### src/rtl/assert_macros.svh
// Assertion macros for the RTL of the tile pattern emboss renderer.
`ifndef ASSERT_MACROS_SVH
`define ASSERT_MACROS_SVH

// Check a property on every rising edge of clk while out of reset.
`define TPE_ASSERT(label, prop, msg) \
  label: assert property (@(posedge clk) disable iff (!rst_n) (prop)) else $error(msg);

// Check a property on every rising edge of clk, reset included.
`define TPE_ASSERT_ALWAYS(label, prop, msg) \
  label: assert property (@(posedge clk) (prop)) else $error(msg);

`endif

### src/rtl/tpe_pkg.sv
`timescale 1ns / 1ps
// Shared types, constants and helper functions of the tile pattern emboss renderer.
package tpe_pkg;

  localparam int unsigned BYTE_IDX_W = 7;
  localparam int unsigned TILE_DIM   = 16;
  localparam int unsigned POS_W      = 4;
  localparam int unsigned CFG_IDX_W  = 3;
  localparam int unsigned COLOR_W    = 8;
  localparam logic [BYTE_IDX_W-1:0] LAST_BYTE = 7'd127;

  // Quadrant offsets in pattern order: top-left, bottom-left, top-right, bottom-right
  localparam logic [POS_W-1:0] QUAD_ROW_BASE [4] = '{4'd0, 4'd8, 4'd0, 4'd8};
  localparam logic [POS_W-1:0] QUAD_COL_BASE [4] = '{4'd0, 4'd0, 4'd8, 4'd8};

  typedef enum logic [CFG_IDX_W-1:0] {
    REG_EMBOSS_MODE = 3'd0,
    REG_FOREGROUND  = 3'd1,
    REG_HIGHLIGHT   = 3'd2,
    REG_MID         = 3'd3,
    REG_SHADOW      = 3'd4,
    REG_BACKGROUND  = 3'd5
  } cfg_reg_t;

  typedef struct packed {
    logic [7:0] pattern_byte;
    logic [8:0] origin_x;
    logic [8:0] origin_y;
  } in_t;

  typedef struct packed {
    logic [9:0]         pixel_x;
    logic [9:0]         pixel_y;
    logic [COLOR_W-1:0] pixel_color;
    logic               last_of_pair;
    logic               tile_done;
  } out_t;

  typedef struct packed {
    logic               emboss_mode;
    logic [COLOR_W-1:0] foreground_color;
    logic [COLOR_W-1:0] highlight_color;
    logic [COLOR_W-1:0] mid_color;
    logic [COLOR_W-1:0] shadow_color;
    logic [COLOR_W-1:0] background_color;
  } cfg_t;

  // One two-pixel update of the set/clear map
  typedef struct packed {
    logic             en;
    logic [POS_W-1:0] row;
    logic [POS_W-2:0] pair;
    logic [1:0]       bits;
  } map_wr_t;

  localparam cfg_t CFG_RESET = '{
    emboss_mode:      1'b1,
    foreground_color: 8'd1,
    highlight_color:  8'd15,
    mid_color:        8'd8,
    shadow_color:     8'd2,
    background_color: 8'd0
  };

  function automatic logic [POS_W-1:0] tile_row(input logic [BYTE_IDX_W-1:0] k);
    return POS_W'({1'b0, k[4:2]}) + QUAD_ROW_BASE[k[6:5]];
  endfunction

  function automatic logic [POS_W-1:0] tile_col(input logic [BYTE_IDX_W-1:0] k);
    return POS_W'({1'b0, k[1:0], 1'b0}) + QUAD_COL_BASE[k[6:5]];
  endfunction

  function automatic logic [COLOR_W-1:0] pick_color(input cfg_t c, input logic here,
                                                    input logic ul);
    logic [COLOR_W-1:0] color;
    if (!c.emboss_mode) begin
      color = here ? c.foreground_color : c.background_color;
    end else if (here && !ul) begin
      color = c.highlight_color;
    end else if (!here && ul) begin
      color = c.shadow_color;
    end else if (here && ul) begin
      color = c.mid_color;
    end else begin
      color = c.background_color;
    end
    return color;
  endfunction

endpackage

### src/rtl/tpe_map.sv
`timescale 1ns / 1ps
// Set/clear bit map of the tile: 16 rows, written two pixels at a time.
module tpe_map (
  input  logic             clk,
  input  tpe_pkg::map_wr_t wr,
  input  logic [3:0]       rd_row,
  output logic [15:0]      rd_bits
);
  import tpe_pkg::*;

  logic [TILE_DIM/2-1:0][1:0] rows_r [TILE_DIM];

  // Write one pixel pair of one row
  always_ff @(posedge clk) begin
    if (wr.en) begin
      rows_r[wr.row][wr.pair] <= wr.bits;
    end
  end

  // Read the row above the current one
  assign rd_bits = rows_r[rd_row];

endmodule

### src/rtl/tpe_color.sv
`timescale 1ns / 1ps
// Per-byte pixel logic: positions, emboss colors and the map update for one pattern byte.
module tpe_color (
  input  tpe_pkg::in_t     item,
  input  logic [6:0]       k,
  input  tpe_pkg::cfg_t    cfg,
  input  logic             wr_en,
  input  logic [15:0]      above_bits,
  output logic [3:0]       above_row,
  output tpe_pkg::map_wr_t map_wr,
  output tpe_pkg::out_t    left_px,
  output tpe_pkg::out_t    right_px
);
  import tpe_pkg::*;

  logic [POS_W-1:0] row;
  logic [POS_W-1:0] col;
  logic [POS_W-1:0] col_m1;
  logic             left_set;
  logic             right_set;
  logic             ul_left;
  logic             ul_right;
  logic [9:0]       y_pos;

  // Locate the byte inside the tile
  assign row       = tile_row(k);
  assign col       = tile_col(k);
  assign col_m1    = col - POS_W'(1);
  assign above_row = row - POS_W'(1);

  assign left_set  = item.pattern_byte[7:4] != 4'h0;
  assign right_set = item.pattern_byte[3:0] != 4'h0;

  // Upper-left neighbors; anything outside the tile counts as clear
  assign ul_left  = (row != '0) && (col != '0) && above_bits[col_m1];
  assign ul_right = (row != '0) && above_bits[col];

  assign y_pos = 10'({1'b0, item.origin_y}) + 10'(row);

  always_comb begin
    left_px.pixel_x      = 10'({1'b0, item.origin_x}) + 10'(col);
    left_px.pixel_y      = y_pos;
    left_px.pixel_color  = pick_color(cfg, left_set, ul_left);
    left_px.last_of_pair = 1'b0;
    left_px.tile_done    = 1'b0;

    right_px.pixel_x      = 10'({1'b0, item.origin_x}) + 10'({col[POS_W-1:1], 1'b1});
    right_px.pixel_y      = y_pos;
    right_px.pixel_color  = pick_color(cfg, right_set, ul_right);
    right_px.last_of_pair = 1'b1;
    right_px.tile_done    = (k == LAST_BYTE);
  end

  // Store this byte's set/clear bits, right pixel in the upper bit
  assign map_wr = '{en: wr_en, row: row, pair: col[POS_W-1:1], bits: {right_set, left_set}};

endmodule

### src/rtl/tile_pattern_emboss_renderer.sv
`timescale 1ns / 1ps
// Top level of the tile pattern emboss renderer: handshakes, registers, config and checks.
//
//  Channel  | Ports                               | Word
//  ---------+-------------------------------------+-------------------------------
//  input    | in_valid, in_ready, in_data         | pattern byte and tile origin
//  result   | out_valid, out_ready, out_data      | one pixel write
//  config   | cfg_valid, cfg_ready, cfg_index/data | one 8-bit register write
//
// Each byte produces two pixel words on the single result port, which moves one pixel
// word per cycle while out_ready holds; a new byte loads as the pair's right word drains.
// A byte is held in the input register and then the pixel pair register before its left pixel word goes out.
// Reset is synchronous; the set/clear map holds no reset and is written before it is read.
// A stall on the result side holds the pixel pair; one more byte waits in the input register.
module tile_pattern_emboss_renderer (
  input  logic                               clk,
  input  logic                               rst_n,
  input  logic                               in_valid,
  output logic                               in_ready,
  input  tpe_pkg::in_t                       in_data,
  output logic                               out_valid,
  input  logic                               out_ready,
  output tpe_pkg::out_t                      out_data,
  input  logic                               cfg_valid,
  output logic                               cfg_ready,
  input  logic [tpe_pkg::CFG_IDX_W-1:0]      cfg_index,
  input  logic [tpe_pkg::COLOR_W-1:0]        cfg_data
);
  import tpe_pkg::*;

`include "assert_macros.svh"

  cfg_t                  cfg_r;
  logic [BYTE_IDX_W-1:0] byte_index_r;

  logic                  in_valid_r;
  in_t                   in_r;
  logic [BYTE_IDX_W-1:0] k_r;

  logic                  pair_valid_r;
  logic                  sel_r;
  out_t                  left_r;
  out_t                  right_r;

  logic                  in_fire;
  logic                  out_fire;
  logic                  move;
  logic [POS_W-1:0]      above_row;
  logic [TILE_DIM-1:0]   above_bits;
  map_wr_t               map_wr;
  out_t                  left_px;
  out_t                  right_px;

  // Handshakes: a pair drains on its right word, which frees room for the next byte
  assign in_fire   = in_valid && in_ready;
  assign out_fire  = out_valid && out_ready;
  assign move      = in_valid_r && (!pair_valid_r || (out_ready && sel_r));
  assign in_ready  = !in_valid_r || move;
  assign out_valid = pair_valid_r;
  assign out_data  = sel_r ? right_r : left_r;
  assign cfg_ready = 1'b1;

  tpe_map u_map (
    .clk     (clk),
    .wr      (map_wr),
    .rd_row  (above_row),
    .rd_bits (above_bits)
  );

  tpe_color u_color (
    .item       (in_r),
    .k          (k_r),
    .cfg        (cfg_r),
    .wr_en      (move),
    .above_bits (above_bits),
    .above_row  (above_row),
    .map_wr     (map_wr),
    .left_px    (left_px),
    .right_px   (right_px)
  );

  // Control state and configuration registers
  always_ff @(posedge clk) begin
    if (!rst_n) begin
      cfg_r        <= CFG_RESET;
      byte_index_r <= '0;
      in_valid_r   <= 1'b0;
      pair_valid_r <= 1'b0;
      sel_r        <= 1'b0;
    end else begin
      // Write a configuration register; drop unknown indexes
      if (cfg_valid && cfg_ready) begin
        case (cfg_reg_t'(cfg_index))
          REG_EMBOSS_MODE: cfg_r.emboss_mode      <= cfg_data[0];
          REG_FOREGROUND:  cfg_r.foreground_color <= cfg_data;
          REG_HIGHLIGHT:   cfg_r.highlight_color  <= cfg_data;
          REG_MID:         cfg_r.mid_color        <= cfg_data;
          REG_SHADOW:      cfg_r.shadow_color     <= cfg_data;
          REG_BACKGROUND:  cfg_r.background_color <= cfg_data;
          default: ;
        endcase
      end

      // Advance the byte position on every accepted word
      if (in_fire) begin
        byte_index_r <= byte_index_r + BYTE_IDX_W'(1);
        in_valid_r   <= 1'b1;
      end else if (move) begin
        in_valid_r <= 1'b0;
      end

      // Load a new pair, step from left to right word, or drain
      if (move) begin
        pair_valid_r <= 1'b1;
        sel_r        <= 1'b0;
      end else if (out_fire && sel_r) begin
        pair_valid_r <= 1'b0;
        sel_r        <= 1'b0;
      end else if (out_fire) begin
        sel_r <= 1'b1;
      end
    end
  end

  // Payload registers
  always_ff @(posedge clk) begin
    if (in_fire) begin
      in_r <= in_data;
      k_r  <= byte_index_r;
    end
    if (move) begin
      left_r  <= left_px;
      right_r <= right_px;
    end
  end

  `TPE_ASSERT(a_right_follows_left, (out_fire && !out_data.last_of_pair) |=> (out_valid && out_data.last_of_pair), "left pixel word not followed by its right word")
  `TPE_ASSERT(a_done_on_right, (out_valid && out_data.tile_done) |-> out_data.last_of_pair, "tile_done seen on a left pixel word")
  `TPE_ASSERT(a_byte_moves_on, (in_valid_r && !pair_valid_r) |=> pair_valid_r, "buffered byte did not move into an empty pair stage")
  `TPE_ASSERT_ALWAYS(a_reset_clears, !rst_n |=> (!out_valid && in_ready), "control state not cleared by reset")

endmodule
### config.mk
export PLATFORM = sky130hd
export DESIGN_NAME = tile_pattern_emboss_renderer
export DESIGN_NICKNAME = d
export VERILOG_FILES = /design/src/rtl/tpe_pkg.sv /design/src/rtl/tpe_map.sv /design/src/rtl/tpe_color.sv /design/src/rtl/tile_pattern_emboss_renderer.sv
export VERILOG_INCLUDE_DIRS = /design/src /design/src/rtl
export SDC_FILE = /design/constraint.sdc
export NUM_CORES = 1
export LEC_CHECK = 0
export CORE_UTILIZATION = 26
export DETAILED_ROUTE_END_ITERATION = 7
export DONT_BUFFER_PORTS = 1
export PLACE_DENSITY = 0.39
export SYNTH_ARGS = -nofsm -noshare
export SYNTH_HDL_FRONTEND = slang
export SYNTH_HIERARCHICAL = 1
export SYNTH_SLANG_ARGS = --single-unit
### constraint.sdc
create_clock -name clk -period 5.6 [get_ports clk]
set_input_delay 0.84 -clock clk [delete_from_list [all_inputs] [get_ports clk]]
set_output_delay 0.84 -clock clk [all_outputs]
set_load 0.03 [all_outputs]
=== Yosys cells after proc, flatten, opt, wreduce, memory -nomap -nowiden ===
Memory sizes are Yosys's and may differ from the RTL's.
Index checks and enable logic that the tools add are counted.

* Register bits: 131
* RAM bits: 256
* Bits of input ports: 42
* Output and inout bits: 33
* Word-level logic and storage cells: 108
* Memories: 1

* $add $sub $neg: 8
* Order comparisons: 5
* Equality and inequality tests: 6
* Mux-type cells: 29
* Bitwise operators: 2
* Reduce and logical (&&, ||, !) cells: 37

{| class="wikitable"
|+ Memories
! name !! depth !! bits a word !! read ports !! clocked after Yosys merged registers in !! write ports !! RTL line !! RTL
|-
| u_map.rows_r || 16 || 16 || 1 || 0 || 1 || tpe_map.sv:11 || <nowiki>logic [TILE_DIM/2-1:0][1:0] rows_r [TILE_DIM];</nowiki>
|}

{| class="wikitable"
|+ Operator list
! operator !! count
|-
| 2-to-1 mux 8 bit || 10
|-
| adder 9 x 4 -> 10 bit || 3
|-
| 2-to-1 mux 30 bit || 1
|-
| binary-select mux 4 bit (select 2 bit) || 2
|-
| 2-to-1 mux 16 bit || 1
|-
| 2-to-1 mux 4 bit || 4
|-
| nonzero test 4 bit || 4
|-
| logical AND 1 bit || 15
|-
| AND reduction 2 bit || 6
|-
| < comparator 4 x 5 -> 1 bit (second input constant) || 2
|-
| adder 3 x 4 -> 4 bit || 2
|-
| binary-select mux 1 bit (select 4 bit) || 2
|-
| subtractor 4 x 1 -> 4 bit (second input constant) || 2
|-
| adder 7 x 1 -> 7 bit (second input constant) || 1
|-
| == test 7 bit (second input constant) || 1
|-
| 2-to-1 mux 1 bit || 7
|-
| demux 2 bit (select 3 bit) || 1
|-
| == test 3 x 2 -> 1 bit (second input constant) || 2
|-
| == test 3 bit (second input constant) || 2
|-
| zero test 1 bit || 6
|-
| < comparator 3 x 4 -> 1 bit (second input constant) || 1
|-
| nonzero test 2 bit || 2
|-
| == test 3 x 1 -> 1 bit (second input constant) || 1
|-
| greater-or-equal comparator 3 x 1 -> 1 bit (second input constant) || 1
|-
| 7 further kinds || 8
|}

=== Longest topological paths before layout ===
Gate-level depths: netlist of the first run.
An unclocked memory read counts as a cell.

* Word-level depth: 15
* Gate-level depth with buffers: 16

=== Hierarchy ===
Netlist of the first run, hierarchy kept.

{| class="wikitable"
|+ Modules (own cells, without submodules)
! module !! times used !! cells an instance !! area an instance (µm²) !! sequential area each (µm²)
|-
| tpe_map || 1 || 563 || 10286.1 || 7687.4
|-
| tile_pattern_emboss_renderer || 1 || 358 || 5232.5 || 3813.7
|-
| tpe_color || 1 || 237 || 1883.1 || 0.0
|}

=== Least setup slack after synthesis of the first run ===
OpenSTA, ideal clock, no wires.

* Kind: in2reg
* From: input out_ready
* To: memory u_map/rows_r[15][10] (netlist bit) (enable)
* Arrival: 4.909 ns
* Setup slack: 0.379 ns
* Cell stages on the path: 7
* Cells stage by stage: a21boi_4 -> nor2b_1 -> buf_4 -> nor2b_1 -> nand3_1 -> clkbuf_1 -> nor2_1

* Longest elaborated chain between the ends: 5

{| class="wikitable"
|+ Ends and longest elaborated chain
! element !! RTL line !! RTL
|-
| start, declared || tile_pattern_emboss_renderer.sv:22 || <nowiki>input logic out_ready,</nowiki>
|-
| logical AND 1 bit || tile_pattern_emboss_renderer.sv:57 || <nowiki>assign move = in_valid_r && (!pair_valid_r || (out_ready && sel_r));</nowiki>
|-
| logical OR 1 bit || tile_pattern_emboss_renderer.sv:57 ||
|-
| logical AND 1 bit || tile_pattern_emboss_renderer.sv:57 ||
|-
| named net move || tile_pattern_emboss_renderer.sv:47 || <nowiki>logic move;</nowiki>
|-
| 2-to-1 mux 1 bit || tpe_map.sv:15 || <nowiki>if (wr.en) begin</nowiki>
|-
| 2-to-1 mux 16 bit (not written as such) || tpe_map.sv:16 || <nowiki>rows_r[wr.row][wr.pair] <= wr.bits;</nowiki>
|-
| end, declared || tpe_map.sv:11 ||
|}

The timed path passes the listed nets, and every way through them passes these cells.

==> results of run 1 <==
## Yosys cell counts, drive strengths merged, types with 2 or more instances
cell	number	area share
nor2	144	0.031
o21ai	7	0.0020
fa	3	0.0035
nor2b	25	0.0096
mux2	32	0.021
a21oi	7	0.0020
and3	3	0.0011
xor2	13	0.0065
nand3b	2	0.00086
a221oi	15	0.0075
clkbuf	33	0.010
ha	14	0.010
mux2i	31	0.018
and3b	3	0.0015
nand3	25	0.0075
conb	3	0.00065
a311oi	8	0.0040
inv	10	0.0022
nand4	8	0.0029
a211oi	16	0.0072
nand2b	7	0.0025
buf	52	0.022
o22ai	9	0.0032
nand2	111	0.024
nor4	2	0.0011
xnor2	12	0.0060
a22oi	32	0.014
nor3b	2	0.00086
edfxtp	349	0.60
a21boi	28	0.013
dfxtp	51	0.059
and2	21	0.0081
nor3	2	0.00058
mux4	67	0.089
a21o	4	0.0017
## logic make-up after synthesis
kind of cell,share of synthesized area
other,0.000647
adder cells (fa/ha/maj),0.0135
XOR/XNOR,0.0126
multiplexers,0.128
AND/OR/NAND/NOR,0.0941
flip-flops,0.661
AO/OA/AOI/OAI,0.0562
buffers and inverters,0.0344
## cell type report
cell class	instances	area (um^2)
fill	6512	46500
sequential	400	11500
multi-input combinational	664	5320
clock buffer	62	1250
tap	864	1080
timing repair buffer	18	160
clock inverter	19	138
inverter	10	46.3
## through the flow
stage               hold WS (ns)  std cells  area, um^2
detailed placement         0.437       1956       18100
floorplan                  0.421       1159       17400
finish                     0.328       2037       19500
global placement           0.429       1956       18100
global route               0.304       2037       19500
CTS                        0.282       2037       19500
## power breakdown
group	total, mW	switching (mW)	internal [mW]
sequential	3.34	0.0461	3.30
combinational	0.539	0.339	0.200
clock	2.82	1.21	1.61
## placed cells by master (no fill, tap or decap), types with 9 or more instances in the layout
cell	instances
buf_4	16
mux4_2	56
clkbuf_16	47
edfxtp_1	349
xor2_1	13
a221oi_1	15
a21boi_0	26
nor2_1	144
mux2_2	32
nand2_1	110
a22oi_1	32
and2_1	13
nand3_1	24
xnor2_1	12
nor2b_1	22
o22ai_1	9
ha_1	14
dfxtp_1	50
mux4_1	11
mux2i_1	31
a211oi_1	15
clkbuf_1	13
## worst min-delay path by stage
| stage | startpoint | endpoint | slack (ns) | depth (start not counted) |
|---|---|---|---|---|
| finish | rst_n | cfg_r[40] | 0.33 | 1 |
| global route | rst_n | cfg_r[40] | 0.30 | 1 |
| CTS | rst_n | cfg_r[40] | 0.28 | 1 |
| detailed placement | byte_index_r[6] | k_r[6] | 0.44 | 0 |
| global placement | byte_index_r[6] | k_r[6] | 0.43 | 0 |
| floorplan | byte_index_r[6] | k_r[6] | 0.42 | 0 |
## sequential cells by signal, summed over array words and instances (netlist names)
register / cells
left_r: 30
out_valid: 1
in_r: 26
right_r: 30
sel_r: 1
byte_index_r: 7
in_valid_r: 1
k_r: 7
cfg_r: 41
u_map/rows_r: 256
## critical path, delay by kind of cell, from the launching register on
family          cells  cell delay, ns
flops               1            0.56
buf+inv             3            0.83
compound gates      4            1.07
fa+ha+maj           1            0.28
mux                 2            0.68
simple gates        3            0.84
## metal layers
layer / GRT usage / part of all wire
met4: 0.0378 / 0.019
met2: 0.223 / 0.49
met3: 0.0236 / 0.045
met5: 0 / 0
met1: 0.170 / 0.45
==> results.md, run 1 <==
- The flop-to-flop setup slack is between 0.9 and 1 ns.
- Clock skew on the completed layout was measured at between 0.02 and 0.025 ns.
- The synthesized design contains 400 register bits.
- The area inside the core boundary is between 60000 and 70000 um^2.
- The standby leakage power is about 5.8 nW.
- In this design, the stage delay of the slowest critical-path cell is around 0.58 ns.
- The die extent in y is about 260 um.
- The pre-antenna-repair detailed-routing pass consisted of 7 iterations.
- The final wirelength is ~44000 um.
- Clock latency on the worst-skew pair, taken at its later pin, is slightly below 0.6 ns.
- The critical path's slowest cell is or2_1.
- From synthesis to final layout, the design area changed by 12.1%.
- The final count of hold timing violations is 0.
- After clock tree synthesis, the clock-pin slew on the worst setup and hold paths is about 0.060 ns.
- The number of instances in the synthesized netlist is approximately 1200.
- The DRC marker count from the first detailed-route iteration is about 630.
- The clock passes through at most 3 buffers.
- Counting distinct cell types in the post-synthesis netlist gives 58.
- The final reports fail on DRC.
- Setup violations remaining at the end of the flow were counted as 0.
- For the final routed database, the setup TNS stands at 0 ns.
- The sequential cell area fraction in the yosys report is 0.661.
- Across the run, the number of max-cap violations was 0.
- The nature of the critical path startpoint is a flop.
- Dividing the detail-routed wire length by the instance count gives between 20 and 25 um.
- Counting every sink on the clock net gives 400.
- Walking the worst path, the cells encountered are inv_4 -> ha_1 -> inv_2 -> buf_12 -> mux4_1 -> a22oi_1 -> nand2_1 -> mux2_2 -> o22ai_1 -> nor4b_2 -> or2_1 -> a221oi_1 -> a311oi_1.
- Once detail routing completed, the nets flagged for antenna violations numbered 0.
- In this run the worst hold path is classified as input port to flop.
- The cell sitting at the root of the clock tree is a clkbuf_16.
- The number of buffers added for setup after CTS is 0.
- The worst slack at placement is between 0.9 and 1 ns.
- The clock tree from TritonCTS is done.
- Total power for the finished layout comes to between 6 and 7 mW.
- At the worst endpoint, the arrival time is between 4 and 5 ns.
- After layout, the minimum clock period comes to 4.62 ns.
- The number of vias per cell after detailed routing is between 4 and 5.
- In this run the number of H-tree levels came out at 2.
- In the synthesized netlist the dominant register cell turns out to be edfxtp_1.
- The beginning of the worst register-to-register path is k_r[2].
- Following the worst setup path forward leads to its endpoint at left_r[9].
- The area enclosed by the die boundary is 68000 um^2.
- The element type at the critical path end is a flop.
- The worst-path maximum fanout is between 40 and 50.
- After detailed routing, the number of remaining DRC violations is 11.
- Measured along the x axis, the die boundary spans approximately 260 um.
- The count of cells resized by post-cts repair is 0.
- In this run the cell area of the synthesized design comes to about 17000 um^2.
- The worst pin sits at a relative slew slack of 0.364.
- Of the available clock period, the critical path in the final layout requires 0.826.
- The total CTS buffers is between 40 and 50.
- Across all layers, the routed design uses roughly 9500 vias.
- Once routing completed, OpenROAD measured the worst setup slack at between 0.9 and 1 ns.
- The final core area utilization is 0.296.
- During synthesis, Yosys emitted a total of 6 warnings.
- The run finished, with violations left.
- The highest clock rate is approximately 220 MHz.
- The final-report max-slew violation count is 0.
- The overall fraction of global-route tracks in use is 0.131.
- The post-DP HPWL is 27200 um.
- The repair_antennas step left the layout with diodes totalling 0.
- Entering global routing, the biggest net connects 90 pins.
- The number of global-route vias before repair came to roughly 10000.
- The critical path is of the flop to flop type.
- At the end of routability-driven placement, the weighted congestion stood at 0.732.
- Pin placement for this block handled 75 I/O pins.
- The ratio of total power to cell area is roughly 340 nW/um^2.
- The floorplan row count is 94.
- The number of enable-type register cells in the synthesized netlist is between 300 and 400.
- The transition time at the pin with the least slew margin is 0.954 ns.
- VDD sags by at most 0.193 mV.
- The final net count is 1199.
- The start point of the critical path is k_r[2].
- The layout cell share with drive strength beyond 1 is 0.165.
- The terminus of the critical flop-to-flop path is left_r[9].
- Buffers inserted to repair hold after CTS numbered 0.
- The initial utilization of the core area, before any placement, comes to 0.264.
- The post-synthesis average cell area is 15.0 um^2.
- For this run, asynchronously set or reset flops after synthesis account for 0.
- The global-route wire length before repair is 65700 um.
- STA puts the critical path data required time at 5.90 ns.
- The number of antenna violations at the first check in global routing is 0.
- Buffers placed on the I/O ports in this run total 0.
- Setup repair after global routing left no endpoint under its margin.
- The count of cells along the worst register-to-register path is 13.
- For this run the aggregate overflow at the end of global routing stands at 0.
Power figures use the tool's default switching activity.
==> inputs of run 2 (changes only) <==
- clock period: 5.6 -> 4.82 ns (I/O delays scaled with it)
==> run 2 against run 1 <==
  * The flow still finishes with violations (DRC)
  * Sequential cell count unchanged
  * Sequential share of layout area down 0.15 points
  * Total power rose by 17%
  * Wire length decreased by 1.4%
  * Core utilization is 0.074 points higher
  * Highest routed layer unchanged
==> results.md, run 2 (synthesis results as in run 1) <==
- The transition time at the pin with the least slew margin is 1.11 ns (+0.156 ns).
- The met2 track utilization from global routing was 0.216 (-0.00707).
- The total CTS buffers is 46 (unchanged).
- More flip-flops sit in one register than any other, and that register is u_map/rows_r.
- The effective utilization at floorplan is 0.264 (unchanged).
- The number of buffers and inverters on the critical path came to 3 (unchanged).
- The final wirelength is 43700 um (-1.4%).
- The count of antenna-violating nets left after detailed routing came to 0 (unchanged).
- The setup TNS after final layout is 0 ns (unchanged).
- The final RePlAce weighted congestion is 0.747 (+2.1%).
- The number of filler instances in the final layout came to 6505 (-0.11%).
- The area enclosed by the die boundary was 68000 um^2 (unchanged).
- The flow ran to the end, but the final reports show violations.
- The global-route wire length before repair came to 64900 um (-1.2%).
- The pin count of the biggest net entering global routing is 110 (+22%).
- The number of antenna violations at the first check in global routing is 0 (unchanged).
- The clock latency on the worst-skew pair is 0.58 ns (about the same).
- The layout cell share with drive strength beyond 1 is 0.167 (+0.00199).
- The maximum level of the CTS H-tree is 2 (unchanged).
- Broken down by cell family, the worst path's largest delay share belongs to compound AO/OA/AOI/OAI gates.
- The critical path's slowest cell is o21ai_1.
- The number of vias per cell after detailed routing is 4.65 (-0.30%).
- STA classifies the critical path startpoint as a flop.
- The standby leakage power is 5.81 nW (+0.33%).
- The stage delay of the slowest cell on the critical path came to 0.82 ns (+0.24 ns).
- The post-DP HPWL is 27000 um (-0.89%).
- The number of placed I/O pins was 75 (unchanged).
- The final net count is 1198 (-0.083%).
- The post-route clock skew is 0.0300 ns (+0.00627 ns).
- The worst hold slack came to 0.213 ns (-0.115 ns).
- The data required time at the worst endpoint came to 5.21 ns (-0.69 ns).
- The ratio of final minimum period to clock period was 0.934 (+0.108).
- The total number of vias is 9505 (-0.053%).
- The final-report max-slew violation count is 0 (unchanged).
- The floorplan row count is 94 (unchanged).
- The worst hold path belongs to the class input port to flop.
- The worst IR drop on VDD is 0.219 mV (+14%).
- The DRC marker count from the first detailed-route iteration is 639 (+2.2%).
- The final count of hold timing violations was 0 (unchanged).
- The worst path arrival time was 4.89 ns (-0.03 ns).
- Walking the worst path, the cells encountered are inv_1 -> ha_1 -> inv_2 -> buf_12 -> mux4_2 -> a22oi_1 -> nand2_1 -> mux2_2 -> o22ai_1 -> nor3_1 -> o21ai_1 -> a221oi_1 -> a311oi_1.
- The largest buffer count on any clock path came to 3 (unchanged).
- The clock transition at the registers of the reported paths is 0.06 ns (about the same).
- The first-pass detailed-route iteration total is 8 (+1).
- The total grt overflow is 0 (unchanged).
- The total setup violations reported at the end of the flow is 0 (unchanged).
- The worst-path maximum fanout came to 50 (+14%).
- The clock period minus worst slack came to 4.50 ns (-0.122 ns).
- The number of remaining DRC errors is 22 (+11).
- The met1 demand-to-capacity share in global routing is 0.166 (-0.00385).
- The largest registers in the layout are u_map/rows_r (256), cfg_r (41).
- The area inside the core boundary came to 66000 um^2 (unchanged).
- The clock tree from TritonCTS is done.
- The library cell used most frequently in the layout, excluding fill and tap cells, is edfxtp_1.
- The area growth from synthesis to layout is 12.3%.
- By startpoint and endpoint, the worst setup path is classified as flop to flop.
- The per-cell routed wire length is 21.4 um (-1.6%).
- The overall fraction of global-route tracks in use is 0.130 (-0.00161).
- The width of the die is 261 um (unchanged).
- The number of buffers added for setup after CTS was 0 (unchanged).
- The ratio of total power to cell area is 403 nW/um^2 (+17%).
- The number of violations of the max-capacitance limit is 0 (unchanged).
- CTS placed an instance of clkbuf_16 at the clock tree root.
- The headroom to the max-slew limit is 0.260 (-0.104).
- The final reports fail on DRC.
- Setup repair after global routing left no endpoint under its margin.
- The met3 global-route usage is 0.0289 (+0.00534).
- The busiest metal layer after global routing is met2.
- The highest clock rate is 222 MHz (+2.7%).
- The CTS sink count is 400 (unchanged).
- The number of buffers inserted by port buffering is 0 (unchanged).
- The number of global-route vias before repair is 10000 (+0.64%).
- The number of flip-flops in the largest register is 256 (unchanged).
- The die extent in y came to 261 um (unchanged).
- The element type at the critical path end is a flop.
- Leaving out fill and tap cells, the most frequent cells in the layout are edfxtp_1, nor2_1, nand2_1.
run 2: cell count changes in the layout (fill, tap and decap cells not counted):
cell and change:
or2_2 +1, clkbuf_8 -2, nor2_1 -1, diode_2 +1
buf_4 -1, clkinv_2 +2, or2_1 -1, clkinv_4 +1
inv_8 -1, clkbuf_1 +5, clkinv_1 -2, nor2_2 +1
bufinv_16 +2
run 2: path summary, 6_finish.rpt:
path | slack [ns] | endpoint | depth (start not counted) | from
setup reg to reg | 0.32 | left_r[5] | 13 | k_r[3]
hold reg to reg | 0.46 | k_r[6] | 0 | byte_index_r[6]
setup / recovery | 0.32 | left_r[5] | 13 | k_r[3]
hold / removal | 0.21 | cfg_r[40] | 1 | rst_n
run 2: timing repair:
action	4_1_cts	5_1_grt
setup endpoints to repair	0	8
hold endpoints to repair	0	0
resized for setup	0	2
hold buffers	0	0
run 2: per-layer routing:
metal  vias up  share of wire
met5         -              0
met4         0          0.025
met3        73          0.054
met2       248           0.48
met1      4822           0.44
li1       4362              -
run 2: per-stage QoR:
| stage | util | setup WS, ns | cell area (um^2) | total power, mW | std cells |
|---|---|---|---|---|---|
| floorplan | - | 0.947 | 17400 | 4.43 | 1159 |
| global placement | 0.274 | 0.377 | 18100 | 4.59 | 1955 |
| detailed placement | 0.274 | 0.252 | 18100 | 4.59 | 1955 |
| CTS | 0.296 | 0.225 | 19500 | 8.01 | 2041 |
| global route | 0.296 | 0.0748 | 19500 | 8.17 | 2041 |
| finish | 0.296 | 0.319 | 19500 | 7.87 | 2042 |
run 2: cell type report:
cell class              instances  area [um^2]  share of cell area
flip-flops and latches        400        11500               0.588
well taps                     864         1080              0.0553
inverters                      10         46.3             0.00237
multi-input cells             664         5320               0.272
diodes                          1         2.50            0.000128
clock inverters                21          198              0.0101
clock buffers                  65         1240              0.0636
repair buffers                 17          153             0.00781
run 2: report_power, final:
group          internal [mW]  switching (mW)
Combinational          0.230           0.400
Sequential              3.83          0.0422
Clock                   1.97            1.40
